--- src/gsc_pkg.sv ---
// Shared types and constants for the convex hull block.
`default_nettype none
package gsc_pkg;

    localparam int MIN_POINTS = 3;

    localparam logic [1:0] STATUS_HULL  = 2'd0;
    localparam logic [1:0] STATUS_FEW   = 2'd1;
    localparam logic [1:0] STATUS_DEGEN = 2'd2;

    // point store write data source
    typedef enum logic [1:0] {
        WS_IN,
        WS_T,
        WS_Q,
        WS_PV
    } t_wsel;

    // operand sets for the geometry unit
    typedef enum logic [1:0] {
        GS_PTQ,   // turn(pivot, t, q)
        GS_ABT,   // turn(a, b, t)
        GS_DT,    // dist2(t, pivot)
        GS_DQ     // dist2(q, pivot)
    } t_gsel;

    typedef struct packed {
        logic       pt_re;
        logic       pt_we;
        t_wsel      wsel;
        logic       ld_pv;
        logic       ld_t;
        logic       ld_q;
        logic       t_from_q;
        logic       ld_a;
        logic       ld_b;
        logic       a_from_b;
        logic       b_from_a;
        logic       b_from_t;
        logic       g_start;
        t_gsel      gsel;
        logic       ld_dt;
        logic       st_re;
        logic       st_we;
        logic       out_ld;
        logic       out_zero;
        logic [1:0] out_status;
        logic       out_last;
        logic       out_ovf;
    } t_cmd;

    typedef struct packed {
        logic pt_lt;     // read point is lower than the current pivot
        logic g_done;
        logic g_pos;     // result strictly positive
        logic g_zero;
        logic t_nearer;  // dist2(t) < geometry result
    } t_stat;

endpackage
`default_nettype wire

--- src/gsc_ram.sv ---
// Generic single-write, single-read RAM with registered read data.
`default_nettype none
module gsc_ram #(
    parameter int W = 8,
    parameter int D = 64,
    localparam int AW = (D > 1) ? $clog2(D) : 1
) (
    input  wire logic          i_clk,
    input  wire logic          i_we,
    input  wire logic [AW-1:0] i_waddr,
    input  wire logic [W-1:0]  i_wdata,
    input  wire logic          i_re,
    input  wire logic [AW-1:0] i_raddr,
    output logic      [W-1:0]  o_rdata
);

    logic [W-1:0] r_mem [D];

    always_ff @(posedge i_clk) begin
        if (i_we) begin
            r_mem[i_waddr] <= i_wdata;
        end
        if (i_re) begin
            o_rdata <= r_mem[i_raddr];
        end
    end

endmodule
`default_nettype wire

--- src/gsc_geom.sv ---
// Shared multiply-accumulate unit: cross product turn test or squared 3D distance.
`default_nettype none
module gsc_geom #(
    parameter int COORD_BITS = 16,
    localparam int PW = 3 * COORD_BITS,
    localparam int DW = COORD_BITS + 1,
    localparam int MW = 2 * DW,
    localparam int AW = 2 * COORD_BITS + 3
) (
    input  wire logic          i_clk,
    input  wire logic          i_rst_n,
    input  wire logic          i_start,
    input  wire logic          i_dist,
    input  wire logic [PW-1:0] i_a,
    input  wire logic [PW-1:0] i_b,
    input  wire logic [PW-1:0] i_c,
    output logic               o_done,
    output logic [AW-1:0]      o_res
);

    logic          r_busy;
    logic [1:0]    r_step;
    logic          r_dist;
    logic          r_v1, r_v2;
    logic          r_last1, r_last2;
    logic          r_sub1, r_sub2;
    logic signed [DW-1:0] r_opa, r_opb;
    logic signed [MW-1:0] r_prod;
    logic signed [AW-1:0] r_acc;

    logic          issue_last;
    logic          issue_sub;
    logic signed [DW-1:0] n_opa, n_opb;

    function automatic logic signed [DW-1:0] coord(input logic [PW-1:0] p, input int k);
        logic [COORD_BITS-1:0] v;
        v = p[k*COORD_BITS +: COORD_BITS];
        return $signed({v[COORD_BITS-1], v});
    endfunction

    always_comb begin
        issue_last = 1'b0;
        issue_sub  = 1'b0;
        n_opa      = '0;
        n_opb      = '0;
        if (r_dist) begin
            issue_last = (r_step == 2'd2);
            case (r_step)
                2'd0:    n_opa = coord(i_a, 0) - coord(i_b, 0);
                2'd1:    n_opa = coord(i_a, 1) - coord(i_b, 1);
                default: n_opa = coord(i_a, 2) - coord(i_b, 2);
            endcase
            n_opb = n_opa;
        end else begin
            issue_last = (r_step == 2'd1);
            if (r_step == 2'd0) begin
                n_opa = coord(i_b, 0) - coord(i_a, 0);
                n_opb = coord(i_c, 1) - coord(i_b, 1);
            end else begin
                n_opa     = coord(i_b, 1) - coord(i_a, 1);
                n_opb     = coord(i_c, 0) - coord(i_b, 0);
                issue_sub = 1'b1;
            end
        end
    end

    always_ff @(posedge i_clk) begin
        if (!i_rst_n) begin
            r_busy <= 1'b0;
            r_v1   <= 1'b0;
            r_v2   <= 1'b0;
            o_done <= 1'b0;
        end else begin
            r_v1   <= r_busy;
            r_v2   <= r_v1;
            o_done <= r_v2 & r_last2;
            if (i_start) begin
                r_busy <= 1'b1;
            end else if (r_busy && issue_last) begin
                r_busy <= 1'b0;
            end
        end
    end

    always_ff @(posedge i_clk) begin
        if (i_start) begin
            r_step <= 2'd0;
            r_dist <= i_dist;
            r_acc  <= '0;
        end else begin
            if (r_busy) begin
                r_step <= r_step + 2'd1;
            end
            if (r_v2) begin
                if (r_sub2) begin
                    r_acc <= r_acc - AW'(r_prod);
                end else begin
                    r_acc <= r_acc + AW'(r_prod);
                end
            end
        end
        r_opa   <= n_opa;
        r_opb   <= n_opb;
        r_last1 <= issue_last;
        r_sub1  <= issue_sub;
        r_prod  <= r_opa * r_opb;
        r_last2 <= r_last1;
        r_sub2  <= r_sub1;
    end

    assign o_res = r_acc;

endmodule
`default_nettype wire

--- src/gsc_dp.sv ---
// Datapath: point store, hull stack, point registers, geometry unit and result registers.
`default_nettype none
module gsc_dp #(
    parameter int MAX_POINTS = 64,
    parameter int COORD_BITS = 16,
    localparam int IW = $clog2(MAX_POINTS),
    localparam int PW = 3 * COORD_BITS,
    localparam int AW = 2 * COORD_BITS + 3
) (
    input  wire logic                  i_clk,
    input  wire logic                  i_rst_n,
    input  wire gsc_pkg::t_cmd         i_cmd,
    input  wire logic [IW-1:0]         i_pt_raddr,
    input  wire logic [IW-1:0]         i_pt_waddr,
    input  wire logic [IW-1:0]         i_st_raddr,
    input  wire logic [IW-1:0]         i_st_waddr,
    input  wire logic [IW-1:0]         i_st_wdata,
    input  wire logic [COORD_BITS-1:0] i_x,
    input  wire logic [COORD_BITS-1:0] i_y,
    input  wire logic [COORD_BITS-1:0] i_z,
    output gsc_pkg::t_stat             o_stat,
    output logic [IW-1:0]              o_st_rdata,
    output logic [COORD_BITS-1:0]      o_x,
    output logic [COORD_BITS-1:0]      o_y,
    output logic [COORD_BITS-1:0]      o_z,
    output logic [1:0]                 o_status,
    output logic                       o_ovf,
    output logic                       o_last,
    output logic                       o_valid
);

    logic [PW-1:0] r_pv, r_t, r_q, r_a, r_b;
    logic [AW-1:0] r_dt;
    gsc_pkg::t_gsel r_gsel;

    logic [PW-1:0] pt_wdata, pt_rdata;
    logic [PW-1:0] g_a, g_b, g_c;
    logic          g_dist, g_done;
    logic [AW-1:0] g_res;

    always_comb begin
        unique case (i_cmd.wsel)
            gsc_pkg::WS_IN: pt_wdata = {i_z, i_y, i_x};
            gsc_pkg::WS_T:  pt_wdata = r_t;
            gsc_pkg::WS_Q:  pt_wdata = r_q;
            default:        pt_wdata = r_pv;
        endcase
    end

    gsc_ram #(.W(PW), .D(MAX_POINTS)) u_pts (
        .i_clk   (i_clk),
        .i_we    (i_cmd.pt_we),
        .i_waddr (i_pt_waddr),
        .i_wdata (pt_wdata),
        .i_re    (i_cmd.pt_re),
        .i_raddr (i_pt_raddr),
        .o_rdata (pt_rdata)
    );

    gsc_ram #(.W(IW), .D(MAX_POINTS)) u_stack (
        .i_clk   (i_clk),
        .i_we    (i_cmd.st_we),
        .i_waddr (i_st_waddr),
        .i_wdata (i_st_wdata),
        .i_re    (i_cmd.st_re),
        .i_raddr (i_st_raddr),
        .o_rdata (o_st_rdata)
    );

    always_comb begin
        unique case (r_gsel)
            gsc_pkg::GS_PTQ: begin g_a = r_pv; g_b = r_t; g_c = r_q; end
            gsc_pkg::GS_ABT: begin g_a = r_a;  g_b = r_b; g_c = r_t; end
            gsc_pkg::GS_DT:  begin g_a = r_t;  g_b = r_pv; g_c = r_q; end
            default:         begin g_a = r_q;  g_b = r_pv; g_c = r_t; end
        endcase
    end

    assign g_dist = (i_cmd.gsel == gsc_pkg::GS_DT) || (i_cmd.gsel == gsc_pkg::GS_DQ);

    gsc_geom #(.COORD_BITS(COORD_BITS)) u_geom (
        .i_clk   (i_clk),
        .i_rst_n (i_rst_n),
        .i_start (i_cmd.g_start),
        .i_dist  (g_dist),
        .i_a     (g_a),
        .i_b     (g_b),
        .i_c     (g_c),
        .o_done  (g_done),
        .o_res   (g_res)
    );

    // lower y wins, then lower x
    logic signed [COORD_BITS-1:0] rd_x, rd_y, pv_x, pv_y;
    assign rd_x = $signed(pt_rdata[COORD_BITS-1:0]);
    assign rd_y = $signed(pt_rdata[2*COORD_BITS-1:COORD_BITS]);
    assign pv_x = $signed(r_pv[COORD_BITS-1:0]);
    assign pv_y = $signed(r_pv[2*COORD_BITS-1:COORD_BITS]);

    assign o_stat.pt_lt    = (rd_y < pv_y) || ((rd_y == pv_y) && (rd_x < pv_x));
    assign o_stat.g_done   = g_done;
    assign o_stat.g_pos    = !g_res[AW-1] && (g_res != '0);
    assign o_stat.g_zero   = (g_res == '0);
    assign o_stat.t_nearer = $signed(r_dt) < $signed(g_res);

    always_ff @(posedge i_clk) begin
        if (i_cmd.ld_pv) r_pv <= pt_rdata;
        if (i_cmd.ld_t) begin
            r_t <= pt_rdata;
        end else if (i_cmd.t_from_q) begin
            r_t <= r_q;
        end
        if (i_cmd.ld_q) r_q <= pt_rdata;
        if (i_cmd.ld_a) begin
            r_a <= pt_rdata;
        end else if (i_cmd.a_from_b) begin
            r_a <= r_b;
        end
        if (i_cmd.ld_b) begin
            r_b <= pt_rdata;
        end else if (i_cmd.b_from_t) begin
            r_b <= r_t;
        end else if (i_cmd.b_from_a) begin
            r_b <= r_a;
        end
        if (i_cmd.ld_dt) r_dt <= g_res;
        if (i_cmd.g_start) r_gsel <= i_cmd.gsel;
        if (i_cmd.out_ld) begin
            o_x      <= i_cmd.out_zero ? '0 : pt_rdata[COORD_BITS-1:0];
            o_y      <= i_cmd.out_zero ? '0 : pt_rdata[2*COORD_BITS-1:COORD_BITS];
            o_z      <= i_cmd.out_zero ? '0 : pt_rdata[3*COORD_BITS-1:2*COORD_BITS];
            o_status <= i_cmd.out_status;
            o_ovf    <= i_cmd.out_ovf;
            o_last   <= i_cmd.out_last;
        end
    end

    always_ff @(posedge i_clk) begin
        if (!i_rst_n) begin
            o_valid <= 1'b0;
        end else begin
            o_valid <= i_cmd.out_ld;
        end
    end

endmodule
`default_nettype wire

--- config.mk ---
export PLATFORM = sky130hd
export DESIGN_NAME = gsc_dp
export DESIGN_NICKNAME = d
export VERILOG_FILES = /design/src/gsc_pkg.sv /design/src/gsc_ram.sv /design/src/gsc_geom.sv /design/src/gsc_dp.sv
export SDC_FILE = /design/constraint.sdc
export NUM_CORES = 2
export LEC_CHECK = 0
export BUFFER_PORTS_ARGS = -buffer_cell sky130_fd_sc_hd__buf_4
export CORE_MARGIN = 2
export CORE_UTILIZATION = 55
export CTS_CLUSTER_SIZE = 30
export DETAILED_ROUTE_END_ITERATION = 6
export PLACE_DENSITY = 0.71
export SYNTH_ARGS = -nofsm -noshare
export SYNTH_HDL_FRONTEND = slang
export SYNTH_SLANG_ARGS = --single-unit
--- constraint.sdc ---
create_clock -name i_clk -period 8.3 [get_ports i_clk]
set_input_delay 0.83 -clock i_clk [delete_from_list [all_inputs] [get_ports i_clk]]
set_output_delay 0.83 -clock i_clk [all_outputs]
set_load 0.01 [all_outputs]
==> run_results.csv <==
group,metric,value,unit
routing,routed_via_density,6.59,
routing,ant_nets,0,
worst_setup_path,regToRegSetupSlack,1420,ps
floorplanning,chipWidth,564,um
synthesis,synth_largest_type_area_fraction,66.8,%
cts,clockBufferDepth,4,
worst_setup_path,start_kind,"flip-flop",
cts,clk_pin_slew,60,ps
routing,num_vias,90300,
floorplanning,die_h,564,um
finish,final_nets,9934,
synthesis,synthXorXnorAreaFrac,0.868,%
synthesis,ys_ff_latch,3954,
cts,htree_levels,5,
synthesis,synth-async-reset-ratio,0,%
routing,firstDrtPassIters,7,
worst_setup_path,crit_type,"flip-flop to flip-flop",
floorplanning,coreArea,312000,um^2
sta,timing.slew.headroom,5.84,%
global_routing,grt_antenna_before_repair,31,
floorplanning,dieArea,318000,um^2
cts,root_buffer,"clkbuf_16",
sta,drv_slew,0,
finish,area_growth,11.3,%
synthesis,synth_area_leaders,"edfxtp_1, mux4_2, fa_1",
global_routing,grt_pass1_wl,667000,um
synthesis,synth.distinct_cells,80,
sta,setup_viol,0,
flow_run,timing.max_cap.violations,0,
synthesis,syn_avg_cell_area,19.3,um^2
run_status,run_status,"finished, violations left",
sta,fmax,145,MHz
synthesis,yosysSeqAreaShare,68.2,%
placed_design,gp_congestion,0.931,
hold_path,hp-class,"input pin to flip-flop",
synthesis,yosysTopAreaCell,"edfxtp_1",
cts,cts_resized,0,
sta,min_period,6880,ps
sta,clock_skew,98.4,ps
cts,clk_latency,980,ps
global_routing,grt-ovfl-total,0,
worst_setup_path,cp_max_fo,17,
finish,final_common_cell,"edfxtp_1",
synthesis,synth_fa_ha_area_share,5.70,%
global_routing,grtUsageTotal,29.6,%
synthesis,synth_top_flop_cell,"edfxtp_1",
floorplanning,rows,205,
cts,post_cts_buffers,0,
floorplanning,start_util,55.3,%
placed_design,dpl.hpwl,278000,um
synthesis,synth_simple_gate_area_share,3.04,%
sta,rsz0062_at_grt,"false",
floorplanning,io_pins,169,
sta,worst_slew_pin_slew,1410,ps
cts,hold_buffers,0,
routing,routed_wl,466000,um
run_status,violations,"design-rule violations",
synthesis,synth_fp_nets,9645,
routing,drc,1,
global_routing,grt_max_degree,129,
synthesis,netlist_area,173000,um^2
synthesis,synth_edf_count,3840,
cts,cts_made_buffers,394,
routing,wire_per_inst,34.1,um
sta,finalSetupTns,0,ps
finish,drive_gt1_share,24.5,%
synthesis,synth_top_family_by_area,"multiplexers",
worst_setup_path,end_kind,"flip-flop",
finish,nFillCells,21400,
sta,hold_viol,0,
finish,layout_common_cells,"edfxtp_1, mux4_2, inv_1",
synthesis,synth_compound_area_share,2.49,%
synthesis,synth_mux_area_share,17.6,%
synthesis,syn_inst,8936,
placed_design,numPortBuffers,168,
sta,fin_crit_sh,82.8,%
global_routing,grt_pass1_vias,91100,
synthesis,ys_warn_count,0,
worst_setup_path,cp.required,9100,ps
routing,drt-initial-drc-count,13200,
cts,clock_sinks,3954,
worst_setup_path,arrival,7670,ps
cts,tritoncts,"built",
## logic make-up after synthesis
family,after synthesis
adder cells (fa/ha/maj),604
flip-flops,3954
buffers and inverters,931
AND/OR/NAND/NOR,1107
multiplexers,1492
AO/OA/AOI/OAI,677
XOR/XNOR,171
## routing by layer
layer | share of wire [%] | up-vias | GRT usage (%)
li1 | - | 36300 | -
met1 | 37 | 47800 | 40.7
met2 | 49 | 5286 | 48.1
met3 | 9.9 | 918 | 4.75
met4 | 4.4 | 16 | 11.6
met5 | 0.023 | - | 0
## synthesized netlist by cell type (all sizes together), types with 11 or more instances
cell type and number:
nor2b 95, mux4 1222, mux2i 133, o31a 14, and3 13, and2 141, nand4 22, edfxtp 3840
o21ai 194, ha 300, nand2b 36, buf 154, o21a 39, nand2 329, o221ai 13, nand3 31
or3 15, clkbuf 278, fa 304, o211ai 14, o21bai 19, inv 498, nor3 56, nand3b 11
nor2 322, a211oi 31, dfxtp 114, xnor2 137, a21oi 187, a31oi 21, nor4 15, a21o 50
mux2 137, xor2 34
## area by class of cell
class	instances	area, um^2	area share, %
diodes	8	20.0	0.0104
clock buffers	471	10400	5.44
clock inverters	244	2390	1.25
inverters	499	1870	0.976
multi-input cells	4051	51800	27.0
flip-flops and latches	3954	118000	61.3
well taps	4140	5180	2.70
repair buffers	325	2710	1.41
## per-stage QoR
stage | util [%] | hold WS, ps | area (um^2) | cells | worst slack (ps)
after global placement | 57.4 | 316 | 179000 | 13000 | 1490
final | 61.5 | 100 | 192000 | 13700 | 1420
after detailed placement | 57.4 | 318 | 179000 | 13000 | 1470
after global routing | 61.5 | 84.8 | 192000 | 13700 | 1010
after floorplan | - | 310 | 173000 | 8936 | 2180
after CTS | 61.5 | 39.7 | 192000 | 13700 | 1420
## state kept, by name, summed over array words and instances (netlist names), 6 cells and up
register / flops
u_pts.r_mem: 3072
u_stack.r_mem: 384
r_a: 48
r_b: 48
r_pv: 48
r_q: 48
r_t: 48
u_pts.o_rdata: 48
r_dt: 35
u_geom.o_res: 35
u_geom.r_prod: 34
u_geom.r_opa: 17
u_geom.r_opb: 17
o_x: 16
o_y: 16
o_z: 16
u_stack.o_rdata: 6
## critical path: stages, from the launching register on
cell and delay, ps:
dfxtp_1 900, nand2_1 170, fa_1 570, inv_1 50, fa_1 480, fa_1 570
fa_1 430, fa_1 500, inv_1 50, fa_1 530, inv_1 60, ha_1 340
a211o_1 290, a21oi_1 170, o21ai_1 110, a221o_1 370, a2111oi_2 450, nor2_1 180
a2111oi_4 380, a21oi_1 110, o21ai_0 90
## final timing paths
check / start / endpoint / cells past startpoint
max reg2reg: u_geom.r_opb[8] / u_geom.r_prod[32] / 20
min: i_cmd[9] / r_gsel[0] / 1
max: u_geom.r_opb[8] / u_geom.r_prod[32] / 20
min reg2reg: u_geom.r_sub1 / u_geom.r_sub2 / 0
Power is left out: the tool's default activity adds up to more than one toggle a clock period on the data nets, which glitch-free logic cannot reach.
