**src/gsc_pkg.sv**
```systemverilog
// Shared types and constants for the convex hull block.
`default_nettype none
package gsc_pkg;

    localparam int MIN_POINTS = 3;

    localparam logic [1:0] STATUS_HULL  = 2'd0;
    localparam logic [1:0] STATUS_FEW   = 2'd1;
    localparam logic [1:0] STATUS_DEGEN = 2'd2;

    // point store write data source
    typedef enum logic [1:0] {
        WS_IN,
        WS_T,
        WS_Q,
        WS_PV
    } t_wsel;

    // operand sets for the geometry unit
    typedef enum logic [1:0] {
        GS_PTQ,   // turn(pivot, t, q)
        GS_ABT,   // turn(a, b, t)
        GS_DT,    // dist2(t, pivot)
        GS_DQ     // dist2(q, pivot)
    } t_gsel;

    typedef struct packed {
        logic       pt_re;
        logic       pt_we;
        t_wsel      wsel;
        logic       ld_pv;
        logic       ld_t;
        logic       ld_q;
        logic       t_from_q;
        logic       ld_a;
        logic       ld_b;
        logic       a_from_b;
        logic       b_from_a;
        logic       b_from_t;
        logic       g_start;
        t_gsel      gsel;
        logic       ld_dt;
        logic       st_re;
        logic       st_we;
        logic       out_ld;
        logic       out_zero;
        logic [1:0] out_status;
        logic       out_last;
        logic       out_ovf;
    } t_cmd;

    typedef struct packed {
        logic pt_lt;     // read point is lower than the current pivot
        logic g_done;
        logic g_pos;     // result strictly positive
        logic g_zero;
        logic t_nearer;  // dist2(t) < geometry result
    } t_stat;

endpackage
`default_nettype wire

```
**src/gsc_ctrl.sv**
```systemverilog
// Controller: load, pivot search, insertion sort, collinear pruning, scan and readout.
`default_nettype none
module gsc_ctrl #(
    parameter int MAX_POINTS = 64,
    localparam int IW = $clog2(MAX_POINTS),
    localparam int CW = $clog2(MAX_POINTS + 1)
) (
    input  wire logic          i_clk,
    input  wire logic          i_rst_n,
    input  wire logic          i_start,
    input  wire logic          i_last,
    output logic               o_busy,
    output gsc_pkg::t_cmd      o_cmd,
    output logic [IW-1:0]      o_pt_raddr,
    output logic [IW-1:0]      o_pt_waddr,
    output logic [IW-1:0]      o_st_raddr,
    output logic [IW-1:0]      o_st_waddr,
    output logic [IW-1:0]      o_st_wdata,
    input  wire gsc_pkg::t_stat i_stat,
    input  wire logic [IW-1:0] i_st_rdata
);

    localparam logic [4:0] S_IDLE   = 5'd0;
    localparam logic [4:0] S_CHK    = 5'd1;
    localparam logic [4:0] S_PV_RD  = 5'd2;
    localparam logic [4:0] S_PV_CMP = 5'd3;
    localparam logic [4:0] S_SWAP0  = 5'd4;
    localparam logic [4:0] S_SWAP1  = 5'd5;
    localparam logic [4:0] S_SO_RDT = 5'd6;
    localparam logic [4:0] S_SO_LDT = 5'd7;
    localparam logic [4:0] S_SO_WDT = 5'd8;
    localparam logic [4:0] S_SO_CHK = 5'd9;
    localparam logic [4:0] S_SO_LDQ = 5'd10;
    localparam logic [4:0] S_SO_WTN = 5'd11;
    localparam logic [4:0] S_SO_WDQ = 5'd12;
    localparam logic [4:0] S_CO_TOP = 5'd13;
    localparam logic [4:0] S_CO_LDT = 5'd14;
    localparam logic [4:0] S_CO_NXT = 5'd15;
    localparam logic [4:0] S_CO_LDQ = 5'd16;
    localparam logic [4:0] S_CO_WT  = 5'd17;
    localparam logic [4:0] S_CO_CHM = 5'd18;
    localparam logic [4:0] S_SC_I0  = 5'd19;
    localparam logic [4:0] S_SC_I1  = 5'd20;
    localparam logic [4:0] S_SC_I2  = 5'd21;
    localparam logic [4:0] S_SC_TOP = 5'd22;
    localparam logic [4:0] S_SC_LDT = 5'd23;
    localparam logic [4:0] S_SC_TST = 5'd24;
    localparam logic [4:0] S_SC_WT  = 5'd25;
    localparam logic [4:0] S_SC_PA  = 5'd26;
    localparam logic [4:0] S_SC_PB  = 5'd27;
    localparam logic [4:0] S_EM_ST  = 5'd28;
    localparam logic [4:0] S_EM_PT  = 5'd29;
    localparam logic [4:0] S_EM_OUT = 5'd30;

    logic [4:0]    r_state, n_state;
    logic [CW-1:0] r_cnt, n_cnt;
    logic          r_ovf, n_ovf;
    logic [CW-1:0] r_i, n_i;
    logic [CW-1:0] r_j, n_j;
    logic [CW-1:0] r_m, n_m;
    logic [CW-1:0] r_sd, n_sd;
    logic [IW-1:0] r_best, n_best;

    logic sort_move, sort_place, push;

    assign o_busy = (r_state != S_IDLE);

    always_comb begin
        n_state    = r_state;
        n_cnt      = r_cnt;
        n_ovf      = r_ovf;
        n_i        = r_i;
        n_j        = r_j;
        n_m        = r_m;
        n_sd       = r_sd;
        n_best     = r_best;
        o_cmd      = '0;
        o_pt_raddr = '0;
        o_pt_waddr = '0;
        o_st_raddr = '0;
        o_st_waddr = '0;
        o_st_wdata = '0;
        sort_move  = 1'b0;
        sort_place = 1'b0;
        push       = 1'b0;
        o_cmd.out_ovf = r_ovf;

        unique case (r_state)
            S_IDLE: begin
                if (i_start) begin
                    if (r_cnt < CW'(MAX_POINTS)) begin
                        o_cmd.pt_we = 1'b1;
                        o_cmd.wsel  = gsc_pkg::WS_IN;
                        o_pt_waddr  = r_cnt[IW-1:0];
                        n_cnt       = r_cnt + CW'(1);
                    end else begin
                        n_ovf = 1'b1;
                    end
                    if (i_last) n_state = S_CHK;
                end
            end
            S_CHK: begin
                if (r_cnt < CW'(gsc_pkg::MIN_POINTS)) begin
                    o_cmd.out_ld     = 1'b1;
                    o_cmd.out_zero   = 1'b1;
                    o_cmd.out_status = gsc_pkg::STATUS_FEW;
                    o_cmd.out_last   = 1'b1;
                    n_cnt   = '0;
                    n_ovf   = 1'b0;
                    n_state = S_IDLE;
                end else begin
                    n_i     = '0;
                    n_state = S_PV_RD;
                end
            end
            S_PV_RD: begin
                o_cmd.pt_re = 1'b1;
                o_pt_raddr  = r_i[IW-1:0];
                n_state     = S_PV_CMP;
            end
            S_PV_CMP: begin
                if (r_i == '0) begin
                    o_cmd.ld_pv = 1'b1;
                    o_cmd.ld_t  = 1'b1;
                    n_best      = '0;
                end else if (i_stat.pt_lt) begin
                    o_cmd.ld_pv = 1'b1;
                    n_best      = r_i[IW-1:0];
                end
                n_i = r_i + CW'(1);
                if ((r_i + CW'(1)) < r_cnt) begin
                    n_state = S_PV_RD;
                end else begin
                    n_state = S_SWAP0;
                end
            end
            S_SWAP0: begin
                o_cmd.pt_we = 1'b1;
                o_cmd.wsel  = gsc_pkg::WS_T;
                o_pt_waddr  = r_best;
                n_state     = S_SWAP1;
            end
            S_SWAP1: begin
                o_cmd.pt_we = 1'b1;
                o_cmd.wsel  = gsc_pkg::WS_PV;
                o_pt_waddr  = '0;
                n_i         = CW'(2);
                n_state     = S_SO_RDT;
            end
            S_SO_RDT: begin
                o_cmd.pt_re = 1'b1;
                o_pt_raddr  = r_i[IW-1:0];
                n_state     = S_SO_LDT;
            end
            S_SO_LDT: begin
                o_cmd.ld_t    = 1'b1;
                o_cmd.g_start = 1'b1;
                o_cmd.gsel    = gsc_pkg::GS_DT;
                n_state       = S_SO_WDT;
            end
            S_SO_WDT: begin
                if (i_stat.g_done) begin
                    o_cmd.ld_dt = 1'b1;
                    n_j         = r_i;
                    n_state     = S_SO_CHK;
                end
            end
            S_SO_CHK: begin
                if (r_j > CW'(1)) begin
                    o_cmd.pt_re = 1'b1;
                    o_pt_raddr  = r_j[IW-1:0] - IW'(1);
                    n_state     = S_SO_LDQ;
                end else begin
                    sort_place = 1'b1;
                end
            end
            S_SO_LDQ: begin
                o_cmd.ld_q    = 1'b1;
                o_cmd.g_start = 1'b1;
                o_cmd.gsel    = gsc_pkg::GS_PTQ;
                n_state       = S_SO_WTN;
            end
            S_SO_WTN: begin
                if (i_stat.g_done) begin
                    if (i_stat.g_zero) begin
                        o_cmd.g_start = 1'b1;
                        o_cmd.gsel    = gsc_pkg::GS_DQ;
                        n_state       = S_SO_WDQ;
                    end else begin
                        if (i_stat.g_pos) sort_move = 1'b1;
                        else              sort_place = 1'b1;
                    end
                end
            end
            S_SO_WDQ: begin
                if (i_stat.g_done) begin
                    if (i_stat.t_nearer) sort_move = 1'b1;
                    else                 sort_place = 1'b1;
                end
            end
            S_CO_TOP: begin
                if (r_i < r_cnt) begin
                    o_cmd.pt_re = 1'b1;
                    o_pt_raddr  = r_i[IW-1:0];
                    n_state     = S_CO_LDT;
                end else begin
                    n_state = S_CO_CHM;
                end
            end
            S_CO_LDT: begin
                o_cmd.ld_t = 1'b1;
                n_state    = S_CO_NXT;
            end
            S_CO_NXT: begin
                if ((r_i + CW'(1)) < r_cnt) begin
                    o_cmd.pt_re = 1'b1;
                    o_pt_raddr  = r_i[IW-1:0] + IW'(1);
                    n_state     = S_CO_LDQ;
                end else begin
                    o_cmd.pt_we = 1'b1;
                    o_cmd.wsel  = gsc_pkg::WS_T;
                    o_pt_waddr  = r_m[IW-1:0];
                    n_m         = r_m + CW'(1);
                    n_i         = r_i + CW'(1);
                    n_state     = S_CO_TOP;
                end
            end
            S_CO_LDQ: begin
                o_cmd.ld_q    = 1'b1;
                o_cmd.g_start = 1'b1;
                o_cmd.gsel    = gsc_pkg::GS_PTQ;
                n_state       = S_CO_WT;
            end
            S_CO_WT: begin
                if (i_stat.g_done) begin
                    n_i = r_i + CW'(1);
                    if (i_stat.g_zero) begin
                        // collinear with the pivot: keep the farther one
                        o_cmd.t_from_q = 1'b1;
                        n_state        = S_CO_NXT;
                    end else begin
                        o_cmd.pt_we = 1'b1;
                        o_cmd.wsel  = gsc_pkg::WS_T;
                        o_pt_waddr  = r_m[IW-1:0];
                        n_m         = r_m + CW'(1);
                        n_state     = S_CO_TOP;
                    end
                end
            end
            S_CO_CHM: begin
                if (r_m < CW'(gsc_pkg::MIN_POINTS)) begin
                    o_cmd.out_ld     = 1'b1;
                    o_cmd.out_zero   = 1'b1;
                    o_cmd.out_status = gsc_pkg::STATUS_DEGEN;
                    o_cmd.out_last   = 1'b1;
                    n_cnt   = '0;
                    n_ovf   = 1'b0;
                    n_state = S_IDLE;
                end else begin
                    n_state = S_SC_I0;
                end
            end
            S_SC_I0: begin
                o_cmd.st_we = 1'b1;
                o_st_waddr  = '0;
                o_st_wdata  = '0;
                o_cmd.pt_re = 1'b1;
                o_pt_raddr  = IW'(1);
                n_state     = S_SC_I1;
            end
            S_SC_I1: begin
                o_cmd.ld_a  = 1'b1;
                o_cmd.st_we = 1'b1;
                o_st_waddr  = IW'(1);
                o_st_wdata  = IW'(1);
                o_cmd.pt_re = 1'b1;
                o_pt_raddr  = IW'(2);
                n_state     = S_SC_I2;
            end
            S_SC_I2: begin
                o_cmd.ld_b  = 1'b1;
                o_cmd.st_we = 1'b1;
                o_st_waddr  = IW'(2);
                o_st_wdata  = IW'(2);
                n_sd        = CW'(3);
                n_i         = CW'(3);
                n_state     = S_SC_TOP;
            end
            S_SC_TOP: begin
                if (r_i < r_m) begin
                    o_cmd.pt_re = 1'b1;
                    o_pt_raddr  = r_i[IW-1:0];
                    n_state     = S_SC_LDT;
                end else begin
                    n_state = S_EM_ST;
                end
            end
            S_SC_LDT: begin
                o_cmd.ld_t = 1'b1;
                n_state    = S_SC_TST;
            end
            S_SC_TST: begin
                if (r_sd > CW'(2)) begin
                    o_cmd.g_start = 1'b1;
                    o_cmd.gsel    = gsc_pkg::GS_ABT;
                    n_state       = S_SC_WT;
                end else begin
                    push = 1'b1;
                end
            end
            S_SC_WT: begin
                if (i_stat.g_done) begin
                    if (i_stat.g_pos) begin
                        push = 1'b1;
                    end else begin
                        // pop; the old next-to-top becomes top, fetch the new one
                        o_cmd.b_from_a = 1'b1;
                        n_sd           = r_sd - CW'(1);
                        o_cmd.st_re    = 1'b1;
                        o_st_raddr     = r_sd[IW-1:0] - IW'(3);
                        n_state        = S_SC_PA;
                    end
                end
            end
            S_SC_PA: begin
                o_cmd.pt_re = 1'b1;
                o_pt_raddr  = i_st_rdata;
                n_state     = S_SC_PB;
            end
            S_SC_PB: begin
                o_cmd.ld_a = 1'b1;
                n_state    = S_SC_TST;
            end
            S_EM_ST: begin
                o_cmd.st_re = 1'b1;
                o_st_raddr  = r_sd[IW-1:0] - IW'(1);
                n_sd        = r_sd - CW'(1);
                n_state     = S_EM_PT;
            end
            S_EM_PT: begin
                o_cmd.pt_re = 1'b1;
                o_pt_raddr  = i_st_rdata;
                n_state     = S_EM_OUT;
            end
            S_EM_OUT: begin
                o_cmd.out_ld     = 1'b1;
                o_cmd.out_status = gsc_pkg::STATUS_HULL;
                o_cmd.out_last   = (r_sd == '0);
                if (r_sd == '0) begin
                    n_cnt   = '0;
                    n_ovf   = 1'b0;
                    n_state = S_IDLE;
                end else begin
                    n_state = S_EM_ST;
                end
            end
            default: begin
                n_state = S_IDLE;
            end
        endcase

        // insertion step: shift the compared word up, or drop t into its slot
        if (sort_move) begin
            o_cmd.pt_we = 1'b1;
            o_cmd.wsel  = gsc_pkg::WS_Q;
            o_pt_waddr  = r_j[IW-1:0];
            n_j         = r_j - CW'(1);
            n_state     = S_SO_CHK;
        end
        if (sort_place) begin
            o_cmd.pt_we = 1'b1;
            o_cmd.wsel  = gsc_pkg::WS_T;
            o_pt_waddr  = r_j[IW-1:0];
            if ((r_i + CW'(1)) < r_cnt) begin
                n_i     = r_i + CW'(1);
                n_state = S_SO_RDT;
            end else begin
                n_i     = CW'(1);
                n_m     = CW'(1);
                n_state = S_CO_TOP;
            end
        end
        if (push) begin
            o_cmd.st_we    = 1'b1;
            o_st_waddr     = r_sd[IW-1:0];
            o_st_wdata     = r_i[IW-1:0];
            o_cmd.a_from_b = 1'b1;
            o_cmd.b_from_t = 1'b1;
            n_sd           = r_sd + CW'(1);
            n_i            = r_i + CW'(1);
            n_state        = S_SC_TOP;
        end
    end

    always_ff @(posedge i_clk) begin
        if (!i_rst_n) begin
            r_state <= S_IDLE;
            r_cnt   <= '0;
            r_ovf   <= 1'b0;
            r_sd    <= '0;
        end else begin
            r_state <= n_state;
            r_cnt   <= n_cnt;
            r_ovf   <= n_ovf;
            r_sd    <= n_sd;
        end
    end

    always_ff @(posedge i_clk) begin
        r_i    <= n_i;
        r_j    <= n_j;
        r_m    <= n_m;
        r_best <= n_best;
    end

    a_cnt_range: assert property (@(posedge i_clk) disable iff (!i_rst_n)
        r_cnt <= CW'(MAX_POINTS))
        else $error("point count above capacity");

    a_sd_range: assert property (@(posedge i_clk) disable iff (!i_rst_n)
        r_sd <= r_cnt)
        else $error("stack deeper than point count");

    a_last_idle: assert property (@(posedge i_clk) disable iff (!i_rst_n)
        (o_cmd.out_ld && o_cmd.out_last) |=> (r_state == S_IDLE))
        else $error("run did not end after last word");

    a_geom_wait: assert property (@(posedge i_clk) disable iff (!i_rst_n)
        i_stat.g_done |-> (r_state == S_SO_WDT || r_state == S_SO_WTN ||
                           r_state == S_SO_WDQ || r_state == S_CO_WT ||
                           r_state == S_SC_WT))
        else $error("geometry result with no one waiting");

endmodule
`default_nettype wire

```
**config.mk**
```make
export PLATFORM = sky130hd
export DESIGN_NAME = gsc_ctrl
export DESIGN_NICKNAME = d
export VERILOG_FILES = /design/src/gsc_pkg.sv /design/src/gsc_ctrl.sv
export SDC_FILE = /design/constraint.sdc
export NUM_CORES = 1
export LEC_CHECK = 0
export BUFFER_PORTS_ARGS = -buffer_cell sky130_fd_sc_hd__buf_4
export CORE_UTILIZATION = 30
export DETAILED_ROUTE_END_ITERATION = 8
export PLACE_DENSITY = 0.48
export SYNTH_ARGS = -nofsm -noshare
export SYNTH_HDL_FRONTEND = slang
export SYNTH_SLANG_ARGS = --single-unit
```
**constraint.sdc**
```tcl
create_clock -name i_clk -period 3.6 [get_ports i_clk]
set_input_delay 0.72 -clock i_clk [delete_from_list [all_inputs] [get_ports i_clk]]
set_output_delay 0.72 -clock i_clk [all_outputs]
set_load 0.03 [all_outputs]
```
==> results.md <==
- Number of slew-limit violations in the final report: 0
- Maximum operating frequency: 261 MHz
- Fraction of final layout cells with drive strength greater than 1: 28.6%
- Signal arrival time at the worst endpoint: 3.11 ns
- Met2 wire length: 8080 um
- Cell accounting for the most synthesized area: edfxtp_1
- Mux contribution to synthesized area: 0.434%
- Net count after synthesis: 662
- Final design instance area without fill: 0.00611 mm2
- Final cell utilization of the core: 41.4%
- Final hold slack: 0.479 ns
- Routed length per placed instance: 20.1 um
- Leakage power total: 2.58 nW
- Synthesized-area fraction occupied by adder cells: 8.41%
- Final Setup Violations: 15
- Most common cell after layout, fill and taps aside: buf_4
- Max-Slew Margin vs Limit: 42.2%
- Maximum number of pins on one net before global-route repair: 25
- Area share of the leading cell type in the synthesized netlist: 13.0%
- Highest routed layer: met4
- Crit end category: output pin
- Via density per instance: 5.66
- Worst Setup SP: r_i[0]
- Power per Cell Area: 626 mW/mm2
- Standard-cell rows: 44
- Diode count: 0
- Basic-gate share of the synthesized area counting and, or, nand and nor cells: 30.3%
- Reg2reg setup slack: 0.23 ns
- Horizontal die dimension: 126 um
- Number of antenna violations at the first check in global routing: 0
- Top library cells by usage in the layout, fill and taps aside: buf_4, nor2_1, nand2_1
- Area of the die: 0.0159 mm2
- Die height: 126 um
- Area of the core: 0.0148 mm2
- Destination of the worst register-to-register timing path: r_m[5]
- Proportion of register bits with asynchronous set or reset after synthesis: 0%
- Port Buffer Count: 70
- Count of flip-flops with a built-in enable after synthesis: 20
- Via total after detailed routing: 5,132
- DP Area: 0.00557 mm2
- Capture point of the critical path: o_pt_waddr[0]
- DR DRC count: 0
- Number of cells in the design after placement: 882
- Detailed-routing iteration count for the pre-antenna-repair pass: 8
- DRT iter0 DRCs: 392
- Post-Synthesis Mean Instance Area: 7.49 um2
- Number of nets still failing antenna checks after routing: 0
- Maximum resistive drop on vdd: 0.298 mV
- Cell types occupying the most area after synthesis: edfxtp_1, dfxtp_1, ha_1, nor2_1, nand2_1
- Worst EP required: 2.88 ns
- Library cell used as clock root buffer: clkbuf_16
- Synthesized flop and latch total: 47
- Post-synthesis instance area: 0.00461 mm2
- Overall global routing resource usage: 22.9%
- Clock Sink Count: 47
- RSZ-0062 raised after global routing: yes
- Worst Path Max Fanout: 3
- Mapped Cells: 616
- Depth of the most critical reg-to-reg path: 18
- Met1 Wirelength: 8600 um
- Synth-to-Final Area Change: 32.5%
- Crit path kind: reg -> out
- Total Neg Setup Slack: -2.04 ns
- HP Class: reg -> reg
- Most frequently used flop master after synthesis: dfxtp_1
- Clock insertion delay at the later pin of the skew report: 0.31 ns
- Met3 Routed Length: 1230 um
- First-pass GRT wire length: 27,900 um
- Hold Buf Count CTS: 0
- Remaining Overflow, GRT: 0
- Final weighted congestion in routability-driven placement: 0.934
- Layout Nets: 768
- Measured slew at the worst slew-check pin: 0.862 ns
- Yosys warning total: 0
- Startpoint of the lowest-slack register-to-register path: r_i[0]
- Xor-xnor portion of the synthesized cell area: 3.99%
- Clock transition at path regs: 0.07 ns
- Pre-CTS WS: 0.0605 ns
- Combinational family with the most area after synthesis: simple AND/OR/NAND/NOR gates
- Unique masters post-synth: 83
- Maximum clock insertion buffer count: 2
- Worst setup SP type: flip-flop
- Detailed placer's ending HPWL: 14,000 um
- Final total power: 3.82 mW
- Clock tree from TritonCTS: yes
- Initial standard-cell utilization of the core: 31.3%
- Skew final: 0.00427 ns
- Worst path setup slack after routing: -0.229 ns
- Final worst path period share: 106%
- Reported max-cap violation count: 0
- Post-synthesis sequential area ratio: 24.7%
- Minimum clock period: 3.83 ns
- Top-Level Pins: 71
- Compound-cell area share of the yosys netlist: 24.0%
- Number of inserted filler cells in the final layout: 1,531
- Violations in the final reports: setup timing
- Number of global-route vias before repair: 4,743
- TritonCTS buffer count: 5
- Final std cells w/o fill: 907
- Final count of hold timing violations: 0
- Routed wire length: 18,200 um
- H-tree depth reported by CTS: 2
- Run status: finished, violations left
==> cell usage after synthesis (all sizes together) (3+ instances only) <==
master,n
xnor2,17
nand3b,6
ha,31
inv,35
o22ai,9
a22oi,4
nand2b,12
nor2,82
nand2,65
a21o,3
a41oi,5
or2,5
a32oi,3
nor3,29
o21ai,34
a221o,5
nand3,13
nand4,9
a31oi,7
a21oi,40
o211ai,7
a211oi,6
a222oi,6
and2,12
nor3b,4
nor4,8
edfxtp,20
xor2,4
or3,6
dfxtp,27
buf,21
nor2b,10
clkbuf,23
and3,7
==> where the power goes <==
part           switching [mW]  internal (mW)  total [mW]
Combinational            1.40           1.08        2.49
Sequential             0.0860          0.654       0.740
Clock                   0.247          0.348       0.595
==> logic make-up (layout without fill, tap and decap cells) <==
| kind of cell | after synthesis | count (layout) |
|---|---|---|
| xor+xnor | 21 | 21 |
| simple gates | 275 | 275 |
| mux | 2 | 2 |
| flops | 47 | 47 |
| buf+inv | 80 | 187 |
| compound gates | 160 | 160 |
| fa+ha+maj | 31 | 31 |
==> how the worst min path moves through the flow <==
stage / endpoint / slack (ns) / start / cells after the start
6_report: r_ovf / 0.48 / r_ovf / 2
3_5_place_dp: r_ovf / 0.47 / r_ovf / 2
2_1_floorplan: r_ovf / 0.44 / r_ovf / 2
3_3_place_gp: r_ovf / 0.45 / r_ovf / 2
4_1_cts: r_ovf / 0.48 / r_ovf / 2
5_1_grt: r_ovf / 0.52 / r_ovf / 2
==> area by class of cell <==
type                       instances  area [um2]  area share [%]
clock buffer                       7         175            2.87
sequential                        47        1140            18.7
inverter                          36         135            2.21
timing repair buffer             143        1150            18.8
tap                              184         230            3.77
clock inverter                     1        11.3           0.184
multi-input combinational        489        3270            53.5
==> layer usage <==
metal	track usage (%)	vias up
met5	0	-
met4	6.02	0
met3	4.12	24
met2	35.7	194
met1	32.4	2476
li1	-	2438
==> what timing repair did <==
| item | CTS | global route |
|---|---|---|
| endpoints found under the setup margin | 15 | 15 |
| gates resized for setup | 32 | 21 |
| pin swaps | 13 | 12 |
| buffers inserted | 13 | 4 |
==> flip-flops by register name (all words and copies together), names as in the netlist <==
register  count
r_state       5
r_sd          7
r_best        6
r_i           7
r_m           7
r_ovf         1
r_j           7
r_cnt         7
==> critical path, cell delays in order, from the launching register on <==
cell      delay [ns]
edfxtp_1        0.42
ha_2            0.22
nand2_1         0.06
nor2_1          0.05
xnor2_1         0.20
inv_1           0.11
ha_4            0.23
and2_4          0.14
a221o_1         0.32
a41oi_4         0.22
inv_2           0.11
ha_4            0.17
a221oi_2        0.24
nand2_1         0.13
buf_6           0.16
Note: power is estimated with default switching activity, not from simulation.
